### src/rtl/crcht_ram.sv
// Generic simple dual-port RAM: one write port, one read port, registered read.
// No dependencies.
module crcht_ram #(
    parameter int WIDTH = 8,
    parameter int DEPTH = 16
) (
    input  logic                     clk,
    input  logic                     we,
    input  logic [$clog2(DEPTH)-1:0] waddr,
    input  logic [WIDTH-1:0]         wdata,
    input  logic [$clog2(DEPTH)-1:0] raddr,
    output logic [WIDTH-1:0]         rdata
);

    logic [WIDTH-1:0] mem [DEPTH];

    always_ff @(posedge clk)
    begin
        if (we)
        begin
            mem[waddr] <= wdata;
        end
        rdata <= mem[raddr];
    end

endmodule

### config.mk
export PLATFORM = sky130hd
export DESIGN_NAME = crcht_ram
export DESIGN_NICKNAME = d
export VERILOG_FILES = /design/src/rtl/crcht_ram.sv
export SDC_FILE = /design/constraint.sdc
export NUM_CORES = 1
export LEC_CHECK = 0
export ABC_CLOCK_PERIOD_IN_PS = 1800
export BUFFER_PORTS_ARGS = -buffer_cell sky130_fd_sc_hd__buf_2
export CAP_MARGIN = 20
export CORE_MARGIN = 2
export CORE_UTILIZATION = 54
export CTS_CLUSTER_SIZE = 30
export DETAILED_ROUTE_END_ITERATION = 10
export PLACE_DENSITY = 0.75
export SLEW_MARGIN = 10
export SYNTH_ARGS = -nofsm -noshare
export SYNTH_HDL_FRONTEND = slang
export SYNTH_SLANG_ARGS = --single-unit
### constraint.sdc
create_clock -name clk -period 1.8 [get_ports clk]
set_input_delay 0.36 -clock clk [delete_from_list [all_inputs] [get_ports clk]]
set_output_delay 0.36 -clock clk [all_outputs]
set_load 0.03 [all_outputs]
==> impl_metrics.toml, run 1 <==
[global_route]
overflow = 0
grt_max_degree = 17
grt_pass1_wl_um = 14300
grt_pass1_vias = 2428
antenna_found_initial = 0
grt_usage_pct = 20.2

[setup_path]
path_buf_inv = 1
reg2reg_slack_ns = 0.38
crit_start = "rdata[4]"
endpoint_kind = "output port"
setup.worst_path.start_class = "flip-flop"
arrival_ns = 1.09
worst_path_max_delay_cell = "dfxtp_1"
critical_path_class = "flip-flop to output port"
path_max_fanout = 1
r2r-start = "mem[1][5]"
worstPathCellList = "buf_2"
cp.required_ns = 1.44
critPathTopFamily = "flip-flops"
critical_path.max_stage_delay_ns = 0.35

[final_layout]
mostFrequentLayoutCell = "edfxtp_1"
multi_input_area_mm2 = 0.00106
antenna_cells = 0
drive_above_1_share_pct = 32.3
fin_util_pct = 66.4
layout.nets = 305
final_cell_mix = "edfxtp_1, buf_2, buf_4"
n_fill_cell = 599
syn_to_final_growth_pct = 19.2
seq_area_mm2 = 0.00400

[route]
drc = 0
drt_iter0_drc = 165
routed_wl_um = 9310
dr.pass1.iters = 5
wl_per_cell_um = 21.7
post_drt_via_cell_ratio = 5.73
vias = 2459
postRouteAntennaNets = 0

[clock_tree]
clk_latency_ns = 0.51
post-cts-setup-buffers = 0
cts_tree = "done"
cts_buffers = 17
cts_root_buffer = "clkbuf_8"
ctsResizeCount = 0
cts.sinks = 136
path_clk_slew_ns = 0.06
cts_hold_buf = 0
cts_max_path_buffers = 2
htree_levels = 4

[synth]
ys_types = 19
yosysSeqAreaShare_pct = 77.8
synth_fp_nets = 247
synth_area_mm2 = 0.00515
ys_ff_latch = 136
synth.avg_cell_area_um2 = 22.5
yosysWarnings = 0
netlist_instances = 229

[sta]
finalCritPeriodShare_pct = 80.4
finalSetupViolCount = 0
tightest_slew_ns = 0.381
tns_ns = 0
rsz0062_at_grt = "no"
slew_violations = 0
timing.slew.headroom_pct = 74.6
finalHoldViolations = 0
final.min_clock_period_ns = 1.45
finClkSkew_ns = 0.00754
fmax_mhz = 691

[hold_path]
hp-class = "input pin to flip-flop"
hp-start = "wdata[1]"

[floorplanning]
io_pins = 26
initial_utilization_pct = 55.7
core_mm2 = 0.00924
dieArea_mm2 = 0.0103
die_h_um = 102
rows = 35
die_x_um = 102

[power]
p_leak_nw = 2.10
power_density_mw_per_mm2 = 1180
irDropWorstVdd_mv = 0.824

[flow_run]
drv_cap = 0

[placement]
dp.final_hpwl_um = 6160
port_buffers = 25
globalplace.congestion = 0.703

[status]
status = "finished clean"
==> final cells by class <==
class / count / share of cell area [%]
clock buffer: 19 / 6.87
clock inverter: 13 / 2.53
multi-input combinational: 83 / 17.3
sequential: 136 / 65.3
tap: 129 / 2.63
timing repair buffer: 49 / 5.38
==> worst reg2reg max path, stage by stage (launching register included) <==
cell and delay (ns):
edfxtp_1 0.34, mux4_1 0.50, a22oi_1 0.32, nand2_1 0.13
==> synth_stat cells <==
cell type / count / area share [%]
mux4_1: 14 / 7.1
nor3_1: 4 / 0.39
buf_4: 1 / 0.15
nand2b_1: 2 / 0.24
nand3_1: 1 / 0.097
dfxtp_1: 8 / 3.1
mux4_2: 18 / 7.9
or3b_2: 1 / 0.17
buf_2: 3 / 0.29
buf_6: 3 / 0.66
nor2b_1: 1 / 0.12
nor2_1: 13 / 0.95
a22oi_1: 16 / 2.3
nand2_1: 9 / 0.66
edfxtp_1: 128 / 75
nand3b_1: 2 / 0.29
clkdlybuf4s25_2: 3 / 0.58
and2b_1: 1 / 0.15
and2_1: 1 / 0.12
==> state kept, by name, summed over array words and instances (netlist names) <==
signal / count
mem: 128
rdata: 8
==> cells by family after synthesis <==
family                 count (synthesis)  synth area share (%)
muxes                                 32                  15.0
and+or+nand+nor                       35                  3.18
buffers and inverters                 10                  1.68
DFF                                  136                  77.8
AOI/OAI and AO/OA                     16                  2.33
==> metal layers <==
metal / vias to the layer above / GRT usage [%] / part of all wire, %
li1: 1093 / - / -
met2: 71 / 30.9 / 50
met3: 14 / 4.83 / 4.0
met1: 1281 / 28.1 / 44
met5: - / 0 / 0
met4: 0 / 9.46 / 2.1
==> through the flow <==
| step | area [µm²] | hold WS, ns | instances | power (mW) | setup WS (ns) |
|---|---|---|---|---|---|
| floorplan | 5150 | 0.459 | 229 | 3.84 | 0.174 |
| global placement | 5560 | 0.656 | 397 | 3.99 | -0.0552 |
| global route | 6130 | 0.223 | 429 | 7.47 | 0.315 |
| detailed placement | 5560 | 0.666 | 397 | 4.00 | -0.0848 |
| CTS | 6130 | 0.213 | 429 | 7.30 | 0.326 |
| finish | 6130 | 0.227 | 429 | 7.24 | 0.354 |
==> report_power, final <==
group / leakage (nW) / switching [mW] / internal (mW) / total, mW
registers: 1.22 / 0.0205 / 3.54 / 3.56
clock network: 0.269 / 1.22 / 2.09 / 3.31
logic: 0.606 / 0.219 / 0.150 / 0.368
total: 2.10 / 1.46 / 5.79 / 7.24
==> worst paths after layout <==
| path | end | cells past startpoint |
|---|---|---|
| worst max-delay path | rdata[4] | 1 |
| worst min register to register | rdata[4] | 3 |
| worst min-delay path | mem[15][1] | 1 |
| worst max register to register | rdata[5] | 3 |
Power figures use the tool's default switching activity.
==> inputs of run 2 (changes only) <==
--- a/config.mk
+++ b/config.mk
@@ -5,14 +5,14 @@
 export SDC_FILE = /design/constraint.sdc
 export NUM_CORES = 1
 export LEC_CHECK = 0
-export ABC_CLOCK_PERIOD_IN_PS = 1800
+export ABC_CLOCK_PERIOD_IN_PS = 1460
 export BUFFER_PORTS_ARGS = -buffer_cell sky130_fd_sc_hd__buf_2
 export CAP_MARGIN = 20
 export CORE_MARGIN = 2
-export CORE_UTILIZATION = 54
+export CORE_UTILIZATION = 55
 export CTS_CLUSTER_SIZE = 30
 export DETAILED_ROUTE_END_ITERATION = 10
-export PLACE_DENSITY = 0.75
+export PLACE_DENSITY = 0.74
 export SLEW_MARGIN = 10
 export SYNTH_ARGS = -nofsm -noshare
 export SYNTH_HDL_FRONTEND = slang
==> constraint.sdc (replaced) <==
create_clock -name clk -period 1.46 [get_ports clk]
set_input_delay 0.292 -clock clk [delete_from_list [all_inputs] [get_ports clk]]
set_output_delay 0.292 -clock clk [all_outputs]
set_load 0.03 [all_outputs]
==> run 2 against run 1 <==
Sequential share of layout area down 0.11 points. First-iteration DRC count increased by 70%. Clock skew shrank 0.0010 ns. Hold slack lost 0.066 ns. Flip-flop and latch count unchanged. Critical path type is now flip-flop to flip-flop.
==> impl_metrics.toml, run 2 (synthesis gave the netlist of run 1 again) <==
[power]
power_density_mw_per_mm2 = 1460
p_sw_share_pct = 22.0
sequentialPowerShare_pct = 48.9
irDropWorstVdd_mv = 0.880
p_sw_mw = 1.98
power.internal_mw = 7.02
p_leak_nw = 2.11
p_clk_share_pct = 45.9
finalPower_mw = 9.00
comb_power_share_pct = 5.2

[global_route]
grt_pass1_vias = 2606
grt_max_degree = 23
grt_usage_pct = 21.9
antenna_found_initial = 0
overflow = 0
grt_pass1_wl_um = 15300

[placement]
port_buffers = 25
dp_slack_ns = -0.258
globalplace.congestion = 0.770
dpl.cell_count = 379
dp.final_hpwl_um = 6050

[setup_path]
worstPathCellList = "mux4_1, a22oi_2, nand2_1"
critical_path.max_stage_delay_ns = 0.54
worst_path_max_delay_cell = "mux4_1"
setup.worst_path.start_class = "flip-flop"
endpoint_kind = "flip-flop"
r2r-start = "mem[0][3]"
cp.required_ns = 1.86
rr_endpoint = "rdata[3]"
arrival_ns = 1.81
reg2reg_slack_ns = 0.05
critical_path_class = "flip-flop to flip-flop"
reg2reg_depth = 3
path_max_fanout = 1

[status]
status = "finished clean"

[final_layout]
layout.nets = 305
final_cell_mix = "edfxtp_1, buf_2, buf_4"
largest_reg_flops = 128
mostFrequentLayoutCell = "edfxtp_1"
n_fill_cell = 559
antenna_cells = 0
top_register = "mem"
syn_to_final_growth_pct = 19.4
largestRegisters = "mem (128), rdata (8)"
drive_above_1_share_pct = 34.7
instances_no_fill = 411

[sta]
finalSetupViolCount = 0
finalHoldViolations = 0
finClkSkew_ns = 0.00650
slew_violations = 0
tightest_slew_ns = 0.724
timing.slew.headroom_pct = 51.6
tns_ns = 0
finalWorstSetupSlack_ns = 0.0484
fmax_mhz = 708
finalCritPeriodShare_pct = 96.7
final.min_clock_period_ns = 1.41
rsz0062_at_grt = "no"

[clock_tree]
cts_max_path_buffers = 2
cts_root_buffer = "clkbuf_8"
clk_latency_ns = 0.52
path_clk_slew_ns = 0.06
cts_buffers = 17
cts_hold_buf = 0
htree_levels = 4
cts.sinks = 136
cts_tree = "done"

[floorplanning]
core_mm2 = 0.00915
die_h_um = 101
io_pins = 26
rows = 35
dieArea_mm2 = 0.0101
die_x_um = 101
initial_utilization_pct = 56.2

[hold_path]
hp-start = "wdata[1]"
hp-class = "input pin to flip-flop"
hold_depth = 1
holdPathEnd = "mem[9][1]"

[route]
drc = 0
drt_iter0_drc = 281
wl_per_cell_um = 24.5
routed_wl_um = 10100
post_drt_via_cell_ratio = 6.09
postRouteAntennaNets = 0
vias = 2504
dr.pass1.iters = 5

[flow_run]
drv_cap = 0
[run 2: through the flow]
stage / instance area, µm² / hold slack, ns / utilization [%]
4_1_cts: 6140 / 0.147 / 67.1
6_report: 6140 / 0.161 / 67.1
5_1_grt: 6140 / 0.162 / 67.1
3_5_place_dp: 5560 / 0.661 / 60.7
3_3_place_gp: 5560 / 0.658 / 60.7
2_1_floorplan: 5160 / 0.391 / -
[run 2: timing repair]
| action | 4_1_cts | 5_1_grt |
|---|---|---|
| gates resized for setup | 0 | 1 |
| endpoints found under the setup margin | 0 | 1 |
| setup buffers | 0 | 0 |
[run 2: power by group through the flow]
stage	logic [mW]	registers, mW	clock network, mW
4_1_cts	0.472	4.40	4.18
3_3_place_gp	0.453	4.47	0
2_1_floorplan	0.223	4.52	0
5_1_grt	0.502	4.40	4.34
6_report	0.469	4.40	4.13
3_5_place_dp	0.463	4.48	0
[run 2: how the worst max path moves through the flow]
| stage | from | end | slack (ns) |
|---|---|---|---|
| finish | mem[0][3] | rdata[3] | 0.05 |
| global route | mem[5][2] | rdata[2] | 0.03 |
| CTS | mem[0][3] | rdata[3] | 0.004 |
| detailed placement | raddr[0] | rdata[3] | -0.26 |
| global placement | raddr[0] | rdata[3] | -0.23 |
| floorplan | waddr[2] | mem[3][0] | -0.1 |
[run 2: layout make-up]
type / instances / area [µm²] / share of cell area (%)
Clock inverter: 15 / 168 / 2.73
Clock buffer: 17 / 414 / 6.74
Multi-Input combinational cell: 83 / 1080 / 17.5
Tap cell: 111 / 139 / 2.26
Sequential cell: 136 / 4000 / 65.2
Timing Repair Buffer: 49 / 343 / 5.58
[run 2: worst max-delay path, delay by kind of cell, from the launching register on]
kind	cells	cell delay, ns
mux	1	0.54
compound gates	1	0.27
flops	1	0.39
simple gates	1	0.10
[run 2: metal layers]
metal	global-route usage [%]	vias up	wire, µm
li1	-	1086	-
met1	30.0	1282	4050
met2	33.6	121	5090
met3	6.10	15	733
met4	8.85	0	207
met5	0	-	0
==> inputs of run 3 (changes only) <==
--- a/config.mk
+++ b/config.mk
@@ -10,10 +10,11 @@
 export CAP_MARGIN = 20
 export CORE_MARGIN = 2
 export CORE_UTILIZATION = 55
+export CTS_BUF_LIST = sky130_fd_sc_hd__clkbuf_8 sky130_fd_sc_hd__clkbuf_16
 export CTS_CLUSTER_SIZE = 30
 export DETAILED_ROUTE_END_ITERATION = 10
 export PLACE_DENSITY = 0.74
-export SLEW_MARGIN = 10
+export SETUP_SLACK_MARGIN = 0.2
 export SYNTH_ARGS = -nofsm -noshare
 export SYNTH_HDL_FRONTEND = slang
 export SYNTH_SLANG_ARGS = --single-unit
==> run 3 against run 2 <==
Utilization is 1.8 points higher. Design area grew 2.7%. Setup slack improved by 0.13 ns. Via count up 1.0%. Global-route usage rose by 0.79 points. Clock power is 3% higher. Cell count is 1.5% higher. Register-to-register slack gained 0.15 ns. Critical endpoint is now rdata[3]. Largest power group unchanged.
==> impl_metrics.toml, run 3 (synthesis gave the netlist of run 1 again) <==
[hold_path]
holdPathEnd = "mem[7][5]"
hp-class = "input pin to flip-flop"
hp-start = "wdata[5]"
hold_depth = 1

[clock_tree]
post-cts-setup-buffers = 0
cts_hold_buf = 0
path_clk_slew_ns = 0.06
cts_root_buffer = "clkbuf_8"
htree_levels = 4
cts_tree = "done"
cts_max_path_buffers = 2
cts_buffers = 17
clk_latency_ns = 0.52
cts.sinks = 136

[setup_path]
reg2reg_depth = 3
endpoint_kind = "output port"
critPathTopFamily = "flip-flops"
cp.required_ns = 1.17
setup.worst_path.start_class = "flip-flop"
worstPathCellList = "buf_6"
rr_endpoint = "rdata[4]"
path_max_fanout = 1
worst_path_max_delay_cell = "dfxtp_2"
r2r-start = "mem[7][4]"
path_buf_inv = 1
critical_path.max_stage_delay_ns = 0.35
critical_path_class = "flip-flop to output port"
arrival_ns = 0.99
reg2reg_slack_ns = 0.20

[power]
power_density_mw_per_mm2 = 1460
p_leak_nw = 2.13
irDropWorstVdd_mv = 0.910
finalPower_mw = 9.21

[global_route]
grt_max_degree = 22
busiest_layer = "met2"
grt_pass1_vias = 2657
overflow = 0
grt_usage_pct = 22.6
grt_pass1_wl_um = 15600
grtUsageMet1_pct = 30.3
global_route.usage.met3_pct = 4.65
antenna_found_initial = 0
use_met2_pct = 36.7

[sta]
finalSetupViolCount = 0
rsz0062_at_grt = "yes"
finalCritPeriodShare_pct = 88.0
final.min_clock_period_ns = 1.29
timing.slew.headroom_pct = 34.4
tightest_slew_ns = 0.981
fmax_mhz = 778
finClkSkew_ns = 0.00567
finalHoldViolations = 0
tns_ns = 0
slew_violations = 0

[final_layout]
layout.nets = 311
antenna_cells = 0
syn_to_final_growth_pct = 22.6
final_cell_mix = "edfxtp_1, mux4_2, buf_4"
mostFrequentLayoutCell = "edfxtp_1"
top_register = "mem"
drive_above_1_share_pct = 46.1
largestRegisters = "mem (128), rdata (8)"
instances_no_fill = 417
largest_reg_flops = 128
final_area_mm2 = 0.00631

[route]
postRouteAntennaNets = 0
wl_per_cell_um = 24.7
dr.pass1.iters = 4
drt_iter0_drc = 239
routed_wl_um = 10300
post_drt_via_cell_ratio = 6.06
vias = 2529
drc = 0

[floorplanning]
initial_utilization_pct = 56.2
dieArea_mm2 = 0.0101
die_h_um = 101
core_mm2 = 0.00915
die_x_um = 101
rows = 35
io_pins = 26

[placement]
globalplace.congestion = 0.798
placed_cell_area_mm2 = 0.00562
dpl.cell_count = 385
dp.final_hpwl_um = 6290
port_buffers = 25

[flow_run]
drv_cap = 0

[status]
status = "finished clean"
-- run 3: cell count changes in the layout (fill, tap and decap cells not counted), moves of 2 or more --
cell	before	now
buf_6	0	8
buf_4	21	25
nor2_1	13	10
dfxtp_2	0	8
mux4_1	14	0
mux4_2	18	32
inv_6	6	3
buf_2	25	17
a22oi_1	15	9
nor2_4	0	3
dfxtp_1	8	0
clkinvlp_4	5	3
a22oi_2	1	7
buf_12	3	5
-- run 3: how the worst max path moves through the flow --
stage / from / end / slack (ns) / cells past startpoint
after floorplan: waddr[2] / mem[0][0] / 0.03 / 2
after global placement: raddr[0] / rdata[2] / -0.17 / 5
after detailed placement: raddr[0] / rdata[2] / -0.21 / 5
after CTS: rdata[3] / rdata[3] / 0.15 / 1
after global routing: mem[11][2] / rdata[2] / 0.15 / 3
final: rdata[3] / rdata[3] / 0.17 / 1
-- run 3: metal layers --
metal  part of all wire (%)  vias to the layer above
met1                     40                     1316
li1                       -                     1087
met3                    6.9                       14
met5                      0                        -
met2                     52                      112
met4                    1.5                        0
-- run 3: per-stage QoR --
step                setup WS, ns  hold WS (ns)  util [%]
floorplan                 0.0349         0.391         -
global placement          -0.174         0.646      61.4
detailed placement        -0.212         0.653      61.4
CTS                        0.148         0.134      68.8
global route               0.150         0.155      68.9
finish                     0.175         0.151      68.9
-- run 3: final cells by class --
class / instances / area (µm²)
clock buffers: 18 / 428
clock inverters: 14 / 174
fillers: 533 / 2840
multi-input cells: 83 / 1090
flip-flops and latches: 136 / 4010
well taps: 111 / 139
repair buffers: 55 / 463
-- run 3: power breakdown --
| group | switching [mW] | internal, mW |
|---|---|---|
| clock | 1.61 | 2.66 |
| combinational | 0.299 | 0.238 |
| sequential | 0.0353 | 4.37 |
| total | 1.94 | 7.27 |
-- run 3: what timing repair did --
| item | in CTS | in global routing |
|---|---|---|
| endpoints found under the setup margin | 14 | 15 |
| pin swaps | 2 | 1 |
| gates resized for setup | 30 | 2 |
